**config.mk**
```make
export PLATFORM = sky130hd
export DESIGN_NAME = sfdcb_queue
export DESIGN_NICKNAME = d
export VERILOG_FILES = /design/src/rtl/sfdcb_pkg.sv /design/src/rtl/sfdcb_queue.sv
export SDC_FILE = /design/constraint.sdc
export NUM_CORES = 1
export LEC_CHECK = 0
export ABC_AREA = 1
export BUFFER_PORTS_ARGS = -buffer_cell sky130_fd_sc_hd__buf_4
export CAP_MARGIN = 25
export CORE_ASPECT_RATIO = 0.75
export CORE_MARGIN = 1.5
export CORE_UTILIZATION = 57
export CTS_CLUSTER_SIZE = 12
export DETAILED_ROUTE_END_ITERATION = 12
export PLACE_DENSITY = 0.8
export SLEW_MARGIN = 20
export SYNTH_ARGS = -nofsm -noshare
export SYNTH_HDL_FRONTEND = slang
export SYNTH_SLANG_ARGS = --single-unit
```
**constraint.sdc**
```tcl
create_clock -name clk -period 4.27 [get_ports clk]
set_input_delay 1.0675 -clock clk [delete_from_list [all_inputs] [get_ports clk]]
set_output_delay 1.0675 -clock clk [all_outputs]
set_load 0.005 [all_outputs]
```
**src/rtl/sfdcb_pkg.sv**
```systemverilog
package sfdcb_pkg;

  localparam int DEPTH_DEFAULT = 64;
  localparam int SAMPLE_BITS_DEFAULT = 64;

  localparam int OP_W = 3;
  localparam int WORD_W = 64;
  localparam int CNT_W = 7;
  localparam int PTR_W = 6;
  localparam int DROP_W = 32;

  localparam int QDEPTH = 4;
  localparam int QAW = $clog2(QDEPTH);
  localparam int QCW = $clog2(QDEPTH + 1);

  typedef enum logic [OP_W-1:0] {
    OP_PUSH        = 3'd0,
    OP_POP_BATCH   = 3'd1,
    OP_CLEAR_ALL   = 3'd2,
    OP_CLEAR_DROPS = 3'd3,
    OP_ATTACH      = 3'd4,
    OP_DETACH      = 3'd5
  } op_t;

  typedef struct packed {
    logic              pop;
    logic [CNT_W-1:0]  count;
    logic [PTR_W-1:0]  ptr;
    logic [CNT_W-1:0]  stored;
    logic [DROP_W-1:0] drops;
    logic              push_dropped;
  } cmd_t;

  typedef struct packed {
    logic              en;
    logic [PTR_W-1:0]  addr;
    logic [WORD_W-1:0] data;
  } wr_t;

endpackage

```
**src/rtl/sfdcb_queue.sv**
```systemverilog
module sfdcb_queue import sfdcb_pkg::*; (
  input  logic clk,
  input  logic rst,
  input  cmd_t in_cmd,
  input  logic in_valid,
  output logic in_ready,
  output cmd_t out_cmd,
  output logic out_valid,
  input  logic out_ready
);

  cmd_t           entries [QDEPTH];
  logic [QAW-1:0] head;
  logic [QAW-1:0] tail;
  logic [QCW-1:0] count;
  logic           push;
  logic           pop;

  assign in_ready = (count != QCW'(QDEPTH));
  assign out_valid = (count != '0);
  assign out_cmd = entries[head];
  assign push = in_valid && in_ready;
  assign pop = out_valid && out_ready;

  always_ff @(posedge clk) begin
    if (push) begin
      entries[tail] <= in_cmd;
    end
  end

  always_ff @(posedge clk) begin
    if (rst) begin
      head <= '0;
      tail <= '0;
      count <= '0;
    end else begin
      if (push) begin
        tail <= tail + 1'b1;
      end
      if (pop) begin
        head <= head + 1'b1;
      end
      if (push && !pop) begin
        count <= count + 1'b1;
      end else if (pop && !push) begin
        count <= count - 1'b1;
      end
    end
  end

endmodule

```
=== Yosys cells after proc, flatten, opt, wreduce, memory -nomap -nowiden ===
Memories as Yosys holds them, arrays and structs flattened. A register that Yosys moved wholly into a read port is not among the register bits.
Cells that the tools add are included.
W data, S select, Z words.

* Output and inout bits: 56
* Bits of input ports: 58
* Memory bits (writable): 216
* Memories kept: 1
* Register bits: 7

{| class="wikitable"
|+ Memory list
! memory !! words !! width !! read ports !! clocked after memory_dff !! write ports !! RTL line !! text
|-
| entries || 4 || 54 || 1 || 1 || 1 || sfdcb_queue.sv:12 || <nowiki>cmd_t entries [QDEPTH];</nowiki>
|}

* Mux-type cells: 6
* Eq/ne operators: 1
* Add/subtract/negate cells: 4
* Reductions and logical operators: 8

{| class="wikitable"
|+ Operators with widths
! kind !! number
|-
| $mux W3 || 2
|-
| $add A2 B1 Y2 const B || 2
|-
| $logic_and A1 B1 Y1 || 4
|-
| $mux W2 || 2
|-
| $add A3 B1 Y3 const B || 1
|-
| $ne A3 B3 Y1 const B || 1
|-
| $reduce_bool A3 Y1 || 1
|-
| $sub A3 B1 Y3 const B || 1
|-
| $logic_not A1 Y1 || 2
|-
| $mux W1 || 2
|-
| $reduce_bool A2 Y1 || 1
|}

=== Longest topological paths before layout ===
* Depth in word-level cells: 6
* Depth in mapped cells: 13
* Gate-level depth less buffers: 13

=== Worst setup path after synthesis ===
Ideal clock, no wire load.

* Path kind: input to register
* From: in in_valid
* To: mem entries[0][0] in the netlist's numbering, enable pin
* Library setup time: 0.466 ns
* Arrival time: 3.442 ns
* Buffers on the path: 0
* Setup slack: 0.362 ns
* Cell stages on the path: 2
* Cells stage by stage: nand2_1 > nor2_1

* Longest elaborated chain between the ends: 3

{| class="wikitable"
|+ RTL lines
! element !! RTL line !! text
|-
| from (decl) || sfdcb_queue.sv:5 || <nowiki>input logic in_valid,</nowiki>
|-
| $logic_and A1 B1 Y1 || sfdcb_queue.sv:22 || <nowiki>assign push = in_valid && in_ready;</nowiki>
|-
| $mux W1 || sfdcb_queue.sv:26 || <nowiki>if (push) begin</nowiki>
|-
| $mux W1 (not written as such) || sfdcb_queue.sv:27 || <nowiki>entries[tail] <= in_cmd;</nowiki>
|-
| to (decl) || sfdcb_queue.sv:12 ||
|}

No other way between the ends.

==> flow_summary.yaml <==
timing:
  worst_pin_slew_ns: 0.981
  final.setup.tns_ns: 0
  slew_headroom: 0.345
  slew_viol_final: 0
  finalHoldViolations: 0
  rsz0062_at_grt: "no"
  fmax_ghz: 0.288
  fin_ws_ns: 0.799
  finalCritPeriodShare: 0.813
  finClkSkew_ns: 0.0122
  finalCriticalPeriod_ns: 3.47
  hold_slack_ns: 0.505
  setup_violations: 0
cts:
  h-tree-depth: 1
  cts_tree: "yes"
  clk_pin_slew_ns: 0.05
  clk_latency_ns: 0.49
  cts_buffer_depth: 3
  cts_hold_buf: 0
  root_buffer: "clkbuf_16"
  postCtsSetupRepairBufs: 0
  post_cts_resized: 0
  cts.sinks: 225
  numCtsBuffers: 23
power:
  peakVddDrop_uv: 380
  power_mw: 6.03
  powerDensity_nw_per_um2: 594
  p_leak_nw: 3.58
logic_synthesis:
  synthXorXnorAreaFrac: 0.00103
  synth.area.mux_share: 0
  synth_top_family_by_area: "compound AO/OA/AOI/OAI gates"
  yosys.area_share.adder: 0.00975
  syn-cell-area_um2: 8470
  avgSynthCellArea_um2: 14.3
  ys_ff_latch: 225
  yosysWarningCount: 0
  yosysTopAreaCell: "edfxtp_1"
  netlist_instances: 590
  yosys-top-cells-area: "edfxtp_1 (77%), o21ai_0 (5.6%), nor2_1 (5.4%)"
  yosysUniqueCellTypes: 20
  synth-simple-area-share: 0.0640
  ys_seq_area_frac: 0.787
  netlist.area_leader.share: 0.766
  synth_compound_gate_area_share: 0.106
  synth_nets: 654
placement:
  place_hpwl_um: 9810
  globalplace.congestion: 0.743
  io_buffers: 113
  place_ws_ns: 1.30
layout:
  fill_cells: 972
  area_growth_pct: 19.9
  nets: 764
  n_antenna_cell: 0
  mostFrequentLayoutCells: "edfxtp_1 (216), nor2_1 (118), buf_4 (115)"
  final_common_cell: "edfxtp_1"
  final_core_util: 0.700
  drive_gt1_frac: 0.216
grt:
  grt_pass1_vias: 5223
  grt.total_usage: 0.228
  grt-ovfl-total: 0
  grt_first_pass_wirelength_um: 26800
  grt_max_degree: 109
  antenna_found_initial: 0
hold_path:
  hp-start: "head[0]"
  min_path_type: "reg -> reg"
  holdPathStages: 2
detailed_routing:
  drtIter0Drc: 520
  routed_wl_um: 17400
  drc_errors: 0
  wire_per_inst_um: 19.2
  via_count: 5217
  drt-pass1-iter-count: 4
  ant_nets: 0
  vias_per_cell: 5.74
floorplanning:
  die_w_um: 144
  die-area_um2: 15600
  ios: 114
  initial_core_util: 0.584
  core-area_um2: 14500
  rows: 38
  die_h_um: 109
critical_path:
  worstRegToRegCells: 5
  worst_r2r_endpoint: "entries[2][23]"
  rr_startpoint: "count[0]"
  crit_arrival_ns: 2.40
  path_max_fanout: 55
  crit_type: "reg -> out"
  start_kind: "flip-flop"
  ff2ff_setup_slack_ns: 1.96
  end_kind: "output pin"
  worstPathRequired_ns: 3.20
run:
  drv_cap: 0
outcome:
  status: "finished clean"
Yosys cell counts (all sizes together):
library cell	count
a21oi	3
clkbuf	7
inv	16
nor2	122
buf	27
ha	5
o22ai	54
nand2	15
nand3	4
dfxtp	9
fa	1
o21ai	109
xor2	1
edfxtp	216
nand3b	1
per-layer routing:
metal	global-route usage	up-vias	part of all wire
li1	-	2409	-
met1	0.315	2557	0.42
met2	0.371	216	0.47
met3	0.0536	35	0.083
met4	0.0612	0	0.021
met5	0	-	0
worst max path at each step:
stage	endpoint	cells after the start
after floorplan	entries[0][0]	2
after global placement	out_cmd[23]	4
after detailed placement	out_cmd[18]	4
after CTS	out_cmd[18]	4
after global routing	out_cmd[18]	4
final	out_cmd[23]	4
logic make-up after synthesis:
logic type      Yosys count
compound gates          166
flops                   225
fa+ha+maj                 6
buf+inv                  50
xor+xnor                  1
simple gates            142
worst max-delay path, stage by stage, from the launching register on:
cell     delay (ns)
dfxtp_4        0.71
buf_4          0.54
o21ai_0        0.18
o22ai_1        0.27
buf_4          0.16
where the power goes:
part	internal, mW	leakage [nW]	switching, mW
clock network	1.06	0.319	0.747
registers	2.69	2.05	0.115
logic	0.594	1.20	0.824
sequential cells by signal, summed over array words and instances (netlist names), named ones only:
| register | cells |
|---|---|
| count | 3 |
| tail | 2 |
| head | 2 |
| entries | 216 |
area by class of cell:
cell class                      instances  area [um2]  area share
Multi-Input combinational cell        315        1560       0.154
Sequential cell                       225        6670       0.657
Clock buffer                           32         619      0.0610
Inverter                               16        65.1     0.00641
Tap cell                              200         250      0.0247
Clock inverter                          2        38.8     0.00382
Timing Repair Buffer                  119         943      0.0929
through the flow:
| step | area, um2 | cells |
|---|---|---|
| final | 10100 | 909 |
| after global routing | 10100 | 909 |
| after CTS | 10100 | 909 |
| after detailed placement | 9490 | 875 |
| after global placement | 9490 | 875 |
| after floorplan | 8470 | 590 |
No activity file was read; power rests on OpenSTA's default activity.
