**src/rtl/sfdcb_pkg.sv**
```systemverilog
package sfdcb_pkg;

  localparam int DEPTH_DEFAULT = 64;
  localparam int SAMPLE_BITS_DEFAULT = 64;

  localparam int OP_W = 3;
  localparam int WORD_W = 64;
  localparam int CNT_W = 7;
  localparam int PTR_W = 6;
  localparam int DROP_W = 32;

  localparam int QDEPTH = 4;
  localparam int QAW = $clog2(QDEPTH);
  localparam int QCW = $clog2(QDEPTH + 1);

  typedef enum logic [OP_W-1:0] {
    OP_PUSH        = 3'd0,
    OP_POP_BATCH   = 3'd1,
    OP_CLEAR_ALL   = 3'd2,
    OP_CLEAR_DROPS = 3'd3,
    OP_ATTACH      = 3'd4,
    OP_DETACH      = 3'd5
  } op_t;

  typedef struct packed {
    logic              pop;
    logic [CNT_W-1:0]  count;
    logic [PTR_W-1:0]  ptr;
    logic [CNT_W-1:0]  stored;
    logic [DROP_W-1:0] drops;
    logic              push_dropped;
  } cmd_t;

  typedef struct packed {
    logic              en;
    logic [PTR_W-1:0]  addr;
    logic [WORD_W-1:0] data;
  } wr_t;

endpackage

```
**src/rtl/sfdcb_ifs.sv**
```systemverilog
interface sfdcb_req_if;
  logic        valid;
  logic        ready;
  logic [2:0]  operation;
  logic [63:0] sample_in;
  logic [6:0]  max_request;

  modport source (output valid, operation, sample_in, max_request, input ready);
  modport sink (input valid, operation, sample_in, max_request, output ready);
endinterface


```
**src/rtl/sfdcb_front.sv**
```systemverilog
module sfdcb_front import sfdcb_pkg::*; #(
  parameter int DEPTH = DEPTH_DEFAULT,
  parameter int SAMPLE_BITS = SAMPLE_BITS_DEFAULT
) (
  input  logic              clk,
  input  logic              rst,
  sfdcb_req_if.sink         req,
  output cmd_t              cmd,
  output logic              cmd_valid,
  input  logic              cmd_ready,
  output wr_t               wr,
  input  logic              rd_take
);

  localparam int AW = $clog2(DEPTH);
  localparam int FW = $clog2(DEPTH + 1);
  localparam int SW = $clog2(2 * DEPTH);

  logic [AW-1:0]     wp, wp_next;
  logic [AW-1:0]     rp, rp_next;
  logic [FW-1:0]     fill, fill_next;
  logic [DROP_W-1:0] drops, drops_next;
  logic              attached, attached_next;
  logic [FW-1:0]     pending, pending_next;

  logic              accept;
  logic              dropped_now;
  logic [CNT_W-1:0]  req_n;
  logic [FW-1:0]     n;
  logic [SW-1:0]     rp_sum;
  op_t               op;

  assign op = op_t'(req.operation);
  assign req.ready = cmd_ready && (pending == '0 || op != OP_PUSH);
  assign accept = req.valid && req.ready;

  always_comb begin
    if (!attached) begin
      req_n = '0;
    end else if (CNT_W'(fill) < req.max_request) begin
      req_n = CNT_W'(fill);
    end else begin
      req_n = req.max_request;
    end
  end

  assign n = req_n[FW-1:0];
  assign rp_sum = SW'(rp) + SW'(n);

  always_comb begin
    wp_next = wp;
    rp_next = rp;
    fill_next = fill;
    drops_next = drops;
    attached_next = attached;
    dropped_now = 1'b0;
    wr.en = 1'b0;
    wr.addr = PTR_W'(wp);
    wr.data = WORD_W'(req.sample_in[SAMPLE_BITS-1:0]);
    unique case (op)
      OP_PUSH: begin
        if (attached) begin
          if (fill == FW'(DEPTH)) begin
            dropped_now = 1'b1;
            if (drops != '1) begin
              drops_next = drops + 1'b1;
            end
          end else begin
            wr.en = accept;
            wp_next = (wp == AW'(DEPTH - 1)) ? '0 : wp + 1'b1;
            fill_next = fill + 1'b1;
          end
        end
      end
      OP_POP_BATCH: begin
        rp_next = (rp_sum >= SW'(DEPTH)) ? AW'(rp_sum - SW'(DEPTH)) : AW'(rp_sum);
        fill_next = fill - n;
      end
      OP_CLEAR_ALL, OP_ATTACH, OP_DETACH: begin
        wp_next = '0;
        rp_next = '0;
        fill_next = '0;
        drops_next = '0;
        if (op == OP_ATTACH) begin
          attached_next = 1'b1;
        end else if (op == OP_DETACH) begin
          attached_next = 1'b0;
        end
      end
      OP_CLEAR_DROPS: begin
        drops_next = '0;
      end
      default: begin
      end
    endcase
  end

  always_comb begin
    pending_next = pending;
    if (accept && op == OP_POP_BATCH) begin
      pending_next = pending_next + n;
    end
    if (rd_take) begin
      pending_next = pending_next - 1'b1;
    end
  end

  assign cmd_valid = accept;
  assign cmd.pop = (op == OP_POP_BATCH) && (n != '0);
  assign cmd.count = cmd.pop ? CNT_W'(n) : '0;
  assign cmd.ptr = PTR_W'(rp);
  assign cmd.stored = CNT_W'(fill_next);
  assign cmd.drops = drops_next;
  assign cmd.push_dropped = dropped_now;

  always_ff @(posedge clk) begin
    if (rst) begin
      wp <= '0;
      rp <= '0;
      fill <= '0;
      drops <= '0;
      attached <= 1'b0;
      pending <= '0;
    end else begin
      pending <= pending_next;
      if (accept) begin
        wp <= wp_next;
        rp <= rp_next;
        fill <= fill_next;
        drops <= drops_next;
        attached <= attached_next;
      end
    end
  end

endmodule

```
**src/flat_wrapper.sv**
```systemverilog
// flat-port wrapper written by rule: the top's interface ports become plain ports
module sfdcb_front_flat import sfdcb_pkg::*;
#(
  parameter int DEPTH = DEPTH_DEFAULT,
  parameter int SAMPLE_BITS = SAMPLE_BITS_DEFAULT
)
  (clk, rst, cmd, cmd_valid, cmd_ready, wr, rd_take, req_valid, req_operation, req_sample_in, req_max_request, req_ready);
  sfdcb_req_if req_i ();
  input  logic clk;
  input  logic rst;
  output cmd_t cmd;
  output logic cmd_valid;
  input  logic cmd_ready;
  output wr_t wr;
  input  logic rd_take;
  input wire logic [$bits(req_i.valid)-1:0] req_valid;
  input wire logic [$bits(req_i.operation)-1:0] req_operation;
  input wire logic [$bits(req_i.sample_in)-1:0] req_sample_in;
  input wire logic [$bits(req_i.max_request)-1:0] req_max_request;
  output wire logic [$bits(req_i.ready)-1:0] req_ready;
  assign req_i.valid = req_valid;
  assign req_i.operation = req_operation;
  assign req_i.sample_in = req_sample_in;
  assign req_i.max_request = req_max_request;
  assign req_ready = req_i.ready;
  sfdcb_front #(.DEPTH(DEPTH), .SAMPLE_BITS(SAMPLE_BITS)) u_core (.clk(clk), .rst(rst), .req(req_i), .cmd(cmd), .cmd_valid(cmd_valid), .cmd_ready(cmd_ready), .wr(wr), .rd_take(rd_take));
endmodule
```
**config.mk**
```make
export PLATFORM = sky130hd
export DESIGN_NAME = sfdcb_front_flat
export DESIGN_NICKNAME = d
export VERILOG_FILES = /design/src/rtl/sfdcb_pkg.sv /design/src/rtl/sfdcb_ifs.sv /design/src/rtl/sfdcb_front.sv /design/src/flat_wrapper.sv
export SDC_FILE = /design/constraint.sdc
export NUM_CORES = 1
export LEC_CHECK = 0
export BUFFER_PORTS_ARGS = -buffer_cell sky130_fd_sc_hd__clkbuf_2
export CELL_PAD_IN_SITES_DETAIL_PLACEMENT = 0
export CELL_PAD_IN_SITES_GLOBAL_PLACEMENT = 1
export CORE_UTILIZATION = 36
export CTS_BUF_LIST = sky130_fd_sc_hd__clkbuf_2 sky130_fd_sc_hd__clkbuf_4 sky130_fd_sc_hd__clkbuf_8
export DETAILED_ROUTE_END_ITERATION = 12
export MAX_ROUTING_LAYER = met4
export PLACE_DENSITY_LB_ADDON = 0.1
export RECOVER_POWER = 100
export SYNTH_ARGS = -nofsm -noshare
export SYNTH_HDL_FRONTEND = slang
export SYNTH_SLANG_ARGS = --single-unit
```
**constraint.sdc**
```tcl
create_clock -name clk -period 5.6 [get_ports clk]
set_input_delay 1.12 -clock clk [delete_from_list [all_inputs] [get_ports clk]]
set_output_delay 1.12 -clock clk [all_outputs]
set_load 0.005 [all_outputs]
```
# --- After elaboration in Yosys (flattened, before gate mapping) ---
# Index checks and enable logic that the tools add are counted.
totals:
  regBits: 59
  elab_cells: 69
op_classes:
  n_addsub: 8
  n_lt_le_gt_ge: 2
  eq_ne: 10
  muxes: 26
  reduce_logical: 17
op_table:
  columns: ["cell", "n"]
  rows:
  - ["$mux 32", 3]
  - ["$pmux 32 s2", 1]
  - ["$mux 7", 7]
  - ["$add 32x1->32 const B", 1]
  - ["$ne 32x32->1 const B", 1]
  - ["$mux 6", 4]
  - ["$pmux 6 s2", 2]
  - ["$pmux 7 s3", 1]
  - ["$mux 1", 8]
  - ["$add 6x7->7", 1]
  - ["$add 7x1->7 const B", 1]
  - ["$add 7x7->7", 1]
  - ["$eq 7x7->1 const B", 1]
  - ["$ge 7x7->1 const B", 1]
  - ["$logic_not 7->1", 1]
  - ["$lt 7x7->1", 1]
  - ["$reduce_bool 7->1", 1]
  - ["$sub 7x1->7 const B", 1]
  - ["$sub 7x7->7", 1]
  - ["$add 6x1->6 const B", 1]
  - ["$eq 3x2->1 const B", 2]
  - ["$eq 3x3->1 const B", 2]
  - ["$eq 6x6->1 const B", 1]
  - ["$reduce_bool 2->1", 3]
  - ["13 further kinds", 16]

# --- Longest topological paths before layout ---
# Gate-level depths: netlist of the first run.
logic_depth:
  depth_word: 8
  depth_mapped: 19

# --- Worst setup path after synthesis of the first run ---
# No wires, ideal clock.
synth_timing:
  path_kind: "input port to output port"
  startpoint: "in req_max_request[6]"
  endpoint: "out cmd[39] in the netlist's numbering"
  arrival_ns: 4.253
  required_ns: 4.480
  slack_ns: 0.227
  cell_stages: 17
  n_path_buf: 1
  path_cell_list: "inv_1 -> ha_1 -> a21oi_1 -> o21ai_0 -> a21oi_1 -> clkbuf_1 -> mux2i_1 -> nor2_1 -> ha_1 -> inv_1 -> fa_1 -> a21o_1 -> a311o_1 -> a21oi_1 -> xor2_1 -> xnor2_1 -> o211ai_1"
synth_lines:
  columns: ["element", "line", "text"]
  rows:
  - ["from (decl)", "flat_wrapper.sv:19", "input wire logic [$bits(req_i.max_request)-1:0] req_max_request;"]
  - ["to (decl)", "flat_wrapper.sv:11", "output cmd_t cmd;"]

==> impl_metrics.py, run 1 <==
metrics = {
    "status": {
        "outcome": "finished, violations left",
        "violations": "design-rule violations",
    },
    "timing": {
        "final_critical_path_setup_slack_ns": 0.3195,
        "timing.final.crit_share": 0.9429,
        "grt_setup_unrepaired": "no",
        "final.hold.worst_slack_ns": 0.5168,
        "worst-slew-pin-transition_ns": 1.442,
        "report.final.slew_viol_count": 0,
        "setup_violations": 0,
        "finalHoldViolations": 0,
        "finalClockSkew_ns": 0.01255,
        "timing.max_slew.rel_slack": 0.03836,
        "final.setup.tns_ns": 0,
        "finalCriticalPeriod_ns": 5.280,
        "fmax_mhz": 189.4,
    },
    "floorplanning": {
        "die_y_um": 124.9,
        "floorplan.initialDensity": 0.3716,
        "chipWidth_um": 124.9,
        "row_count": 44,
        "boundaryPins": 206,
        "core-area_um2": 14640,
        "fp.dieArea_um2": 15610,
    },
    "synth": {
        "fraction_of_the_yosys_area_taken_by_sequential_cells": 0.2171,
        "edff_count_synth": 0,
        "postSynth.asyncResetShare": 0,
        "synth-seq-cells": 59,
        "yosysWarnings": 0,
        "netlist_area_um2": 5441,
        "mappedNetlistNets": 866,
        "synth-main-ff-cell": "sky130_fd_sc_hd__dfxtp_1",
        "syn_avg_cell_area_um2": 7.198,
        "postSynthCellCount": 756,
        "distinct_cell_type_count_of_the_synthesized_netlist": 63,
    },
    "drt": {
        "drt.antenna.violating_nets": 0,
        "avgViaCountPerCell": 5.829,
        "detailroute.via_count": 5485,
        "drc": 14,
        "drt-total-wl_um": 17180,
        "detailedRoute.firstIterationViolations": 419,
        "drt_pass1_iterations": 9,
        "post_detailed_route_wirelength_per_cell_um": 18.26,
    },
    "clock_network": {
        "cts_hold_repair.buffers": 0,
        "cts_max_level": 3,
        "clock_latency_ns": 0.37,
        "clock_tree.root_cell": "sky130_fd_sc_hd__clkbuf_8",
        "cts-buffers-inserted": 9,
        "cts_tree": "yes",
        "max-clock-path-buffers": 2,
        "clock_sinks": 59,
        "clkTransAtPathRegs_ns": 0.08,
    },
    "critical_path": {
        "crit_top_cell": "sky130_fd_sc_hd__a21oi_2",
        "timing.critical_path.required_ns": 4.48,
        "worstReg2RegStart": "u_core.fill[6]",
        "timing.critical_path.slowest_stage_cell": "sky130_fd_sc_hd__fa_2",
        "regToRegEndpoint": "u_core.pending[6]",
        "critical_path_peak_fanout": 4,
        "critPathKind": "in2out",
        "setup.worst_path.start_class": "primary input",
        "cp_slowest_stage_delay_ns": 0.35,
        "worst-r2r-setup-slack_ns": 0.91,
        "worst-r2r-cell-count": 19,
        "setup.worst_path.end_class": "output port",
        "path_cells": "clkbuf_2, inv_1, ha_1, a21oi_2, o21ai_1, a21oi_2, mux2i_1, nor2_1, ha_1, inv_1, fa_2, a21o_1, a311o_1, a21oi_2, xor2_1, xnor2_1, o211ai_1, clkbuf_1",
        "critical_path.n_buffers_inverters": 4,
        "worst_path_dominant_cell_family": "compound AO/OA/AOI/OAI gates",
        "worst_path_arrival_time_ns": 4.16,
    },
    "layout": {
        "most_common_cell_after_layout_fill_and_taps_aside": "sky130_fd_sc_hd__o21ai_0",
        "syn_to_final_growth_pct": 4.714,
        "final_cell_area_um2": 5698,
        "fin_util": 0.3891,
        "final_net_count": 862,
        "final_layout_size_suffix_gt1_frac": 0.1413,
        "final_cells": 941,
        "mostFrequentLayoutCells": "94 x sky130_fd_sc_hd__o21ai_0, 78 x sky130_fd_sc_hd__nand2_1, 59 x sky130_fd_sc_hd__dfxtp_1",
        "n_antenna_cell": 0,
    },
    "placed_design": {
        "place.detailed.hpwl_um": 12120,
        "gp_congestion": 0.8262,
        "place_area_um2": 5528,
        "io_buffer_count": 77,
        "placed_cells_incl_taps": 921,
        "pre_cts_slack_ns": -0.008597,
    },
    "power_and_ir_drop": {
        "vdd_drop_max_mv": 0.1084,
        "share_comb_of_total_power": 0.190,
        "total_switching_power_mw": 0.3352,
        "power-per-cell-area_nw_per_um2": 191.4,
        "report.power.total_mw": 1.091,
        "internal_power_mw": 0.7554,
        "p_clk_frac": 0.400,
        "share_seq_of_total_power": 0.411,
        "leakagePower_nw": 2.264,
        "p_sw_frac": 0.3073,
    },
    "run": {
        "max-cap-violations": 0,
    },
    "worst_hold_path": {
        "min_delay_path_depth": 1,
        "hold-path-endpoint": "u_core.drops[10]",
        "hold_class": "reg2reg",
        "hp-start": "u_core.drops[10]",
    },
    "grt": {
        "gr-total-overflow": 0,
        "grt_usage": 0.2243,
        "first_global_vias": 5168,
        "grt_first_pass_wirelength_um": 27190,
        "grt_max_degree": 33,
        "antenna_found_initial": 0,
    },
}
[worst max path at each step]
stage,from,endpoint,slack (ns),cells after the start
final,req_max_request[2],cmd[39],0.32,18
after global routing,req_max_request[6],cmd[39],0.09,18
after CTS,req_max_request[6],cmd[39],0.06,18
after detailed placement,req_max_request[6],cmd[39],-0.009,18
after global placement,req_max_request[6],cmd[39],0.02,18
after floorplan,req_max_request[6],cmd[39],0.23,17
[per-layer routing]
layer  vias up  global-route usage  share of wire
li1       2681                   -              -
met1      2582              0.2734           0.46
met3        42             0.04750          0.052
met5         -                   -              0
met4         0             0.06958          0.019
met2       180              0.3705           0.47
[state kept, by name, summed over array words and instances (netlist names)]
signal / cells
u_core.wp: 6
u_core.pending: 7
u_core.attached: 1
u_core.drops: 32
u_core.rp: 6
u_core.fill: 7
[area by class of cell]
type	count	area, um^2
clock buffers	12	165.2
clock inverters	4	47.55
fillers	1593	8946
inverters	20	75.07
multi-input cells	562	3498
flip-flops and latches	59	1181
well taps	184	230.2
repair buffers	100	500.5
[cells in the mapped netlist (all sizes together) (4+ instances only)]
cell | count | share of area
o21ai | 97 | 0.089
nand2 | 78 | 0.054
buf | 72 | 0.096
dfxtp | 59 | 0.22
nor2 | 57 | 0.040
a21oi | 53 | 0.049
o31ai | 51 | 0.070
clkbuf | 43 | 0.030
ha | 28 | 0.064
a31oi | 22 | 0.025
nor3 | 21 | 0.021
inv | 20 | 0.014
nand3 | 19 | 0.017
xor2 | 13 | 0.021
a21o | 9 | 0.012
mux2i | 9 | 0.017
nand4 | 9 | 0.010
and2 | 8 | 0.0092
xnor2 | 7 | 0.011
and3 | 6 | 0.0069
or3 | 6 | 0.0069
a22oi | 5 | 0.0069
nor4 | 5 | 0.0057
a211oi | 4 | 0.0055
and4 | 4 | 0.0064
nor2b | 4 | 0.0060
or2 | 4 | 0.0051
or4 | 4 | 0.0076
[logic make-up after synthesis]
logic type      share of synthesized area
compound gates                     0.2927
xor+xnor                          0.03633
buf+inv                            0.1393
mux                               0.01863
simple gates                       0.2205
flops                              0.2171
fa+ha+maj                         0.07542
[power by group through the flow]
stage | sequential, mW | clock, mW | combinational, mW
after floorplan | 0.454 | 0 | 0.183
after global placement | 0.458 | 0 | 0.206
after detailed placement | 0.458 | 0 | 0.207
after CTS | 0.448 | 0.451 | 0.208
after global routing | 0.450 | 0.465 | 0.233
final | 0.448 | 0.436 | 0.207
[timing repair]
action,CTS,global route
resized for setup,1,8
buffers inserted,0,4
pin swaps,0,5
endpoints found under the setup margin,1,1
No activity file was read; power rests on OpenSTA's default activity.
==> run 2, diff against run 1 <==
--- a/config.mk
+++ b/config.mk
@@ -5,7 +5,7 @@
 export SDC_FILE = /design/constraint.sdc
 export NUM_CORES = 1
 export LEC_CHECK = 0
-export BUFFER_PORTS_ARGS = -buffer_cell sky130_fd_sc_hd__clkbuf_2
+export BUFFER_PORTS_ARGS = -buffer_cell sky130_fd_sc_hd__buf_2
 export CELL_PAD_IN_SITES_DETAIL_PLACEMENT = 0
 export CELL_PAD_IN_SITES_GLOBAL_PLACEMENT = 1
 export CORE_UTILIZATION = 36
==> impl_metrics.py, run 2 (synthesized netlist as in run 1, its figures left out) <==
metrics = {
    "run": {
        "max-cap-violations": 0,
    },
    "clock_network": {
        "clock_latency_ns": 0.38,
        "cts-buffers-inserted": 9,
        "max-clock-path-buffers": 2,
        "clock_sinks": 59,
        "cts_hold_repair.buffers": 0,
        "clock_tree.root_cell": "sky130_fd_sc_hd__clkbuf_8",
        "cts_max_level": 3,
        "cts_tree": "yes",
        "clkTransAtPathRegs_ns": 0.07,
    },
    "drt": {
        "avgViaCountPerCell": 5.808,
        "detailedRoute.firstIterationViolations": 328,
        "drt_pass1_iterations": 9,
        "drt-total-wl_um": 16830,
        "post_detailed_route_wirelength_per_cell_um": 17.94,
        "drc": 14,
        "detailroute.via_count": 5448,
        "drt.antenna.violating_nets": 0,
    },
    "placed_design": {
        "place.detailed.hpwl_um": 12000,
        "gp_congestion": 0.8810,
        "io_buffer_count": 77,
        "placed_cells_incl_taps": 920,
    },
    "layout": {
        "final_layout_size_suffix_gt1_frac": 0.1671,
        "largest_register_ff_count": 32,
        "final.fill_count": 1583,
        "syn_to_final_growth_pct": 4.967,
        "final_cells": 938,
        "most_common_cell_after_layout_fill_and_taps_aside": "sky130_fd_sc_hd__o21ai_0",
        "layout_top_registers": "u_core.drops x32, u_core.fill x7, u_core.pending x7",
        "top_register": "u_core.drops",
        "mostFrequentLayoutCells": "95 x sky130_fd_sc_hd__o21ai_0, 77 x sky130_fd_sc_hd__nand2_1, 70 x sky130_fd_sc_hd__buf_2",
        "final_net_count": 859,
        "n_antenna_cell": 0,
    },
    "critical_path": {
        "worst_path_arrival_time_ns": 4.27,
        "path_cells": "buf_2, inv_1, ha_1, a21oi_2, o21ai_1, a21oi_2, mux2i_1, nor2_1, ha_1, inv_1, fa_2, a21o_1, a311o_1, a21oi_2, xor2_1, xnor2_1, o211ai_1, buf_2",
        "crit_top_cell": "sky130_fd_sc_hd__a21oi_2",
        "setup.worst_path.end_class": "output port",
        "critPathKind": "in2out",
        "cp.depth": 18,
        "critical_path_peak_fanout": 4,
        "critical_path.n_buffers_inverters": 4,
        "cp_slowest_stage_delay_ns": 0.36,
        "timing.critical_path.slowest_stage_cell": "sky130_fd_sc_hd__a311o_1",
        "timing.critical_path.required_ns": 4.48,
        "setup.worst_path.start_class": "primary input",
        "worst_path_dominant_cell_family": "compound AO/OA/AOI/OAI gates",
        "worst-r2r-cell-count": 20,
    },
    "timing": {
        "setup_violations": 0,
        "finalCriticalPeriod_ns": 5.390,
        "finalClockSkew_ns": 0.01288,
        "timing.final.crit_share": 0.9626,
        "timing.max_slew.rel_slack": 0.2872,
        "fmax_mhz": 185.5,
        "report.final.slew_viol_count": 0,
        "worst-slew-pin-transition_ns": 1.069,
        "finalHoldViolations": 0,
        "final.setup.tns_ns": 0,
    },
    "power_and_ir_drop": {
        "leakagePower_nw": 2.361,
        "total_switching_power_mw": 0.3277,
        "vdd_drop_max_mv": 0.08889,
        "share_seq_of_total_power": 0.427,
        "internal_power_mw": 0.7161,
        "p_clk_frac": 0.372,
        "power-per-cell-area_nw_per_um2": 182.7,
        "p_sw_frac": 0.3139,
        "share_comb_of_total_power": 0.201,
    },
    "status": {
        "outcome": "finished, violations left",
        "violations": "design-rule violations",
    },
    "grt": {
        "first_global_vias": 5151,
        "grt_max_degree": 34,
        "antenna_found_initial": 0,
        "grt_usage": 0.2221,
        "grt_first_pass_wirelength_um": 26990,
        "gr-total-overflow": 0,
    },
    "floorplanning": {
        "chipWidth_um": 124.9,
        "die_y_um": 124.9,
        "row_count": 44,
        "floorplan.initialDensity": 0.3716,
        "boundaryPins": 206,
        "fp.dieArea_um2": 15610,
        "core-area_um2": 14640,
    },
    "worst_hold_path": {
        "hold_class": "reg2reg",
        "min_delay_path_depth": 1,
    },
}
run 2: path summary, 6_finish.rpt:
| check | start | to | slack (ns) |
|---|---|---|---|
| setup / recovery | req_max_request[2] | cmd[39] | 0.21 |
| setup reg to reg | u_core.fill[6] | u_core.pending[6] | 1.20 |
| hold / removal | u_core.drops[26] | u_core.drops[26] | 0.52 |
| hold reg to reg | u_core.drops[26] | u_core.drops[26] | 0.52 |
run 2: area by class of cell:
class | instances | area, um^2 | share of cell area
Clock buffer | 14 | 173.9 | 0.03045
Clock inverter | 2 | 10.01 | 0.001752
Inverter | 20 | 75.07 | 0.01314
Multi-Input combinational cell | 562 | 3522 | 0.6166
Sequential cell | 59 | 1181 | 0.2068
Tap cell | 184 | 230.2 | 0.04031
Timing Repair Buffer | 97 | 519.2 | 0.09091
run 2: through the flow:
step                      setup WS [ns]  total power [mW]  hold WS [ns]  cell area [um^2]    util
after global routing         -0.0001847             1.103        0.5404              5712  0.3900
after CTS                       0.05177             1.056        0.5202              5708  0.3898
after detailed placement     -0.0007843            0.6628        0.5066              5520  0.3770
final                            0.2097             1.044        0.5193              5712  0.3900
after global placement          0.05856            0.6634        0.4932              5520  0.3770
after floorplan                  0.2266            0.6373        0.4676              5441       -
run 2: repair_timing:
action,in CTS,in global routing
gates resized for setup,1,4
pin swaps,0,5
setup endpoints to repair,1,1
buffers inserted,0,2
gates cloned,0,0
run 2: per-layer routing:
layer | track usage | vias to the layer above | share of wire
li1 | - | 2664 | -
met1 | 0.2674 | 2565 | 0.45
met2 | 0.3678 | 172 | 0.47
met3 | 0.05605 | 47 | 0.058
met4 | 0.06098 | 0 | 0.017
met5 | - | - | 0
run 2: power groups by stage:
stage / Sequential, mW / Clock, mW / Combinational, mW
after floorplan: 0.454 / 0 / 0.183
after global placement: 0.456 / 0 / 0.207
after detailed placement: 0.456 / 0 / 0.207
after CTS: 0.446 / 0.401 / 0.209
after global routing: 0.448 / 0.418 / 0.237
final: 0.446 / 0.388 / 0.210
==> run 3, diff against run 2 <==
--- a/config.mk
+++ b/config.mk
@@ -8,6 +8,7 @@
 export BUFFER_PORTS_ARGS = -buffer_cell sky130_fd_sc_hd__buf_2
 export CELL_PAD_IN_SITES_DETAIL_PLACEMENT = 0
 export CELL_PAD_IN_SITES_GLOBAL_PLACEMENT = 1
+export CORE_MARGIN = 2
 export CORE_UTILIZATION = 36
 export CTS_BUF_LIST = sky130_fd_sc_hd__clkbuf_2 sky130_fd_sc_hd__clkbuf_4 sky130_fd_sc_hd__clkbuf_8
 export DETAILED_ROUTE_END_ITERATION = 12
==> impl_metrics.py, run 3 (synthesized netlist as in run 1, its figures left out) <==
metrics = {
    "placed_design": {
        "gp_congestion": 0.8458,
        "io_buffer_count": 77,
        "place.detailed.hpwl_um": 12130,
        "placed_cells_incl_taps": 917,
    },
    "layout": {
        "final_net_count": 856,
        "n_antenna_cell": 0,
        "final_cells": 935,
        "syn_to_final_growth_pct": 5.633,
        "largest_register_ff_count": 32,
        "layout_top_registers": "u_core.drops x32, u_core.fill x7, u_core.pending x7",
        "top_register": "u_core.drops",
        "final_layout_size_suffix_gt1_frac": 0.1678,
        "final.fill_count": 1581,
        "mostFrequentLayoutCells": "95 x sky130_fd_sc_hd__o21ai_0, 77 x sky130_fd_sc_hd__nand2_1, 70 x sky130_fd_sc_hd__buf_2",
        "most_common_cell_after_layout_fill_and_taps_aside": "sky130_fd_sc_hd__o21ai_0",
    },
    "critical_path": {
        "cp_slowest_stage_delay_ns": 0.38,
        "timing.critical_path.required_ns": 4.48,
        "worstReg2RegStart": "u_core.fill[3]",
        "path_cells": "buf_2, inv_1, ha_1, a21oi_1, o21ai_0, a21oi_2, mux2i_2, nor2_1, ha_1, inv_1, fa_2, a21o_1, a311o_1, a21oi_2, xor2_1, xnor2_1, o211ai_1, buf_2",
        "critPathLaunch": "req_max_request[6]",
        "worst-r2r-setup-slack_ns": 1.23,
        "worst_path_arrival_time_ns": 4.29,
        "setup.worst_path.start_class": "primary input",
        "critPathKind": "in2out",
        "regToRegEndpoint": "u_core.pending[6]",
        "setup.worst_path.end_class": "output port",
        "worst-r2r-cell-count": 19,
        "timing.critical_path.slowest_stage_cell": "sky130_fd_sc_hd__fa_2",
        "critical_path_peak_fanout": 3,
    },
    "power_and_ir_drop": {
        "p_sw_frac": 0.2957,
        "vdd_drop_max_mv": 0.1080,
        "p_clk_frac": 0.403,
        "share_seq_of_total_power": 0.406,
        "power-per-cell-area_nw_per_um2": 191.6,
        "internal_power_mw": 0.7755,
        "share_comb_of_total_power": 0.191,
        "leakagePower_nw": 2.363,
        "total_switching_power_mw": 0.3256,
    },
    "worst_hold_path": {
        "min_delay_path_depth": 1,
        "hold-path-endpoint": "u_core.drops[10]",
        "hp-start": "u_core.drops[10]",
        "hold_class": "reg2reg",
    },
    "grt": {
        "grt_max_degree": 37,
        "grt_first_pass_wirelength_um": 26280,
        "antenna_found_initial": 0,
        "first_global_vias": 5109,
        "gr-total-overflow": 0,
        "grt_usage": 0.2091,
    },
    "timing": {
        "fmax_mhz": 184.7,
        "timing.max_slew.rel_slack": 0.2934,
        "timing.final.crit_share": 0.9667,
        "final.hold.worst_slack_ns": 0.5212,
        "report.final.slew_viol_count": 0,
        "finalCriticalPeriod_ns": 5.414,
        "worst-slew-pin-transition_ns": 1.052,
        "final.setup.tns_ns": 0,
        "finalHoldViolations": 0,
        "finalClockSkew_ns": 0.01244,
        "setup_violations": 0,
    },
    "floorplanning": {
        "floorplan.initialDensity": 0.3716,
        "die_y_um": 126.9,
        "chipWidth_um": 126.9,
        "row_count": 44,
        "fp.dieArea_um2": 16120,
        "core-area_um2": 14640,
        "boundaryPins": 206,
    },
    "drt": {
        "drt_pass1_iterations": 6,
        "drt-total-wl_um": 16850,
        "avgViaCountPerCell": 5.824,
        "post_detailed_route_wirelength_per_cell_um": 18.02,
        "detailroute.via_count": 5445,
        "detailedRoute.firstIterationViolations": 381,
        "drt.antenna.violating_nets": 0,
        "drc": 0,
    },
    "clock_network": {
        "clkTransAtPathRegs_ns": 0.07,
        "cts-buffers-inserted": 9,
        "cts_tree": "yes",
        "clock_tree.root_cell": "sky130_fd_sc_hd__clkbuf_8",
        "clock_latency_ns": 0.36,
        "cts_max_level": 3,
        "clock_sinks": 59,
        "max-clock-path-buffers": 2,
    },
    "run": {
        "max-cap-violations": 0,
    },
    "status": {
        "outcome": "finished, final reports clean",
    },
}
[run 3: final cells by class]
| cell class | count | area, um^2 | area share |
|---|---|---|---|
| Multi-Input combinational cell | 562 | 3540 | 0.6158 |
| Clock buffer | 15 | 187.7 | 0.03265 |
| Tap cell | 184 | 230.2 | 0.04005 |
| Sequential cell | 59 | 1181 | 0.2055 |
| Timing Repair Buffer | 94 | 504.2 | 0.08772 |
| Clock inverter | 1 | 30.03 | 0.005224 |
| Inverter | 20 | 75.07 | 0.01306 |
[run 3: worst max-delay path by stage]
stage                    to  slack, ns  cells after the start
floorplan           cmd[39]       0.23                     17
global placement    cmd[39]       0.14                     18
detailed placement  cmd[39]       0.09                     18
CTS                 cmd[39]       0.07                     18
global route        cmd[39]      -0.02                     18
finish              cmd[39]       0.19                     18
[run 3: per-layer routing]
layer  vias to the layer above  share of wire  GRT usage
met2                       167           0.47     0.3390
met1                      2572           0.46     0.2589
met4                         0          0.021    0.06917
li1                       2668              -          -
met3                        38          0.048    0.04597
met5                         -              0          -
[run 3: what timing repair did]
action                     4_1_cts  5_1_grt
hold endpoints to repair         0        0
buffers inserted                 0        2
setup endpoints to repair        0        1
gates resized for setup          0        7
hold buffers                     0        0
[run 3: power by group through the flow]
| stage | clock [mW] | combinational [mW] | sequential (mW) |
|---|---|---|---|
| 6_report | 0.444 | 0.210 | 0.447 |
| 5_1_grt | 0.469 | 0.233 | 0.449 |
| 4_1_cts | 0.460 | 0.206 | 0.447 |
| 3_5_place_dp | 0 | 0.205 | 0.457 |
| 3_3_place_gp | 0 | 0.203 | 0.457 |
| 2_1_floorplan | 0 | 0.183 | 0.454 |
[run 3: per-stage QoR]
stage               power [mW]  setup WS [ns]  utilization  cell area, um^2
floorplan               0.6373         0.2266            -             5441
finish                   1.101         0.1862       0.3925             5748
CTS                      1.113        0.07368       0.3903             5715
global placement        0.6600         0.1373       0.3754             5498
global route             1.152       -0.02252       0.3925             5748
detailed placement      0.6618        0.08694       0.3754             5498
[run 3: worst max-delay path, delay by kind of cell]
| family | cells | cell delay [ns] |
|---|---|---|
| buf+inv | 4 | 0.38 |
| compound gates | 7 | 1.40 |
| mux | 1 | 0.12 |
| fa+ha+maj | 3 | 0.85 |
| simple gates | 1 | 0.17 |
| xor+xnor | 2 | 0.25 |
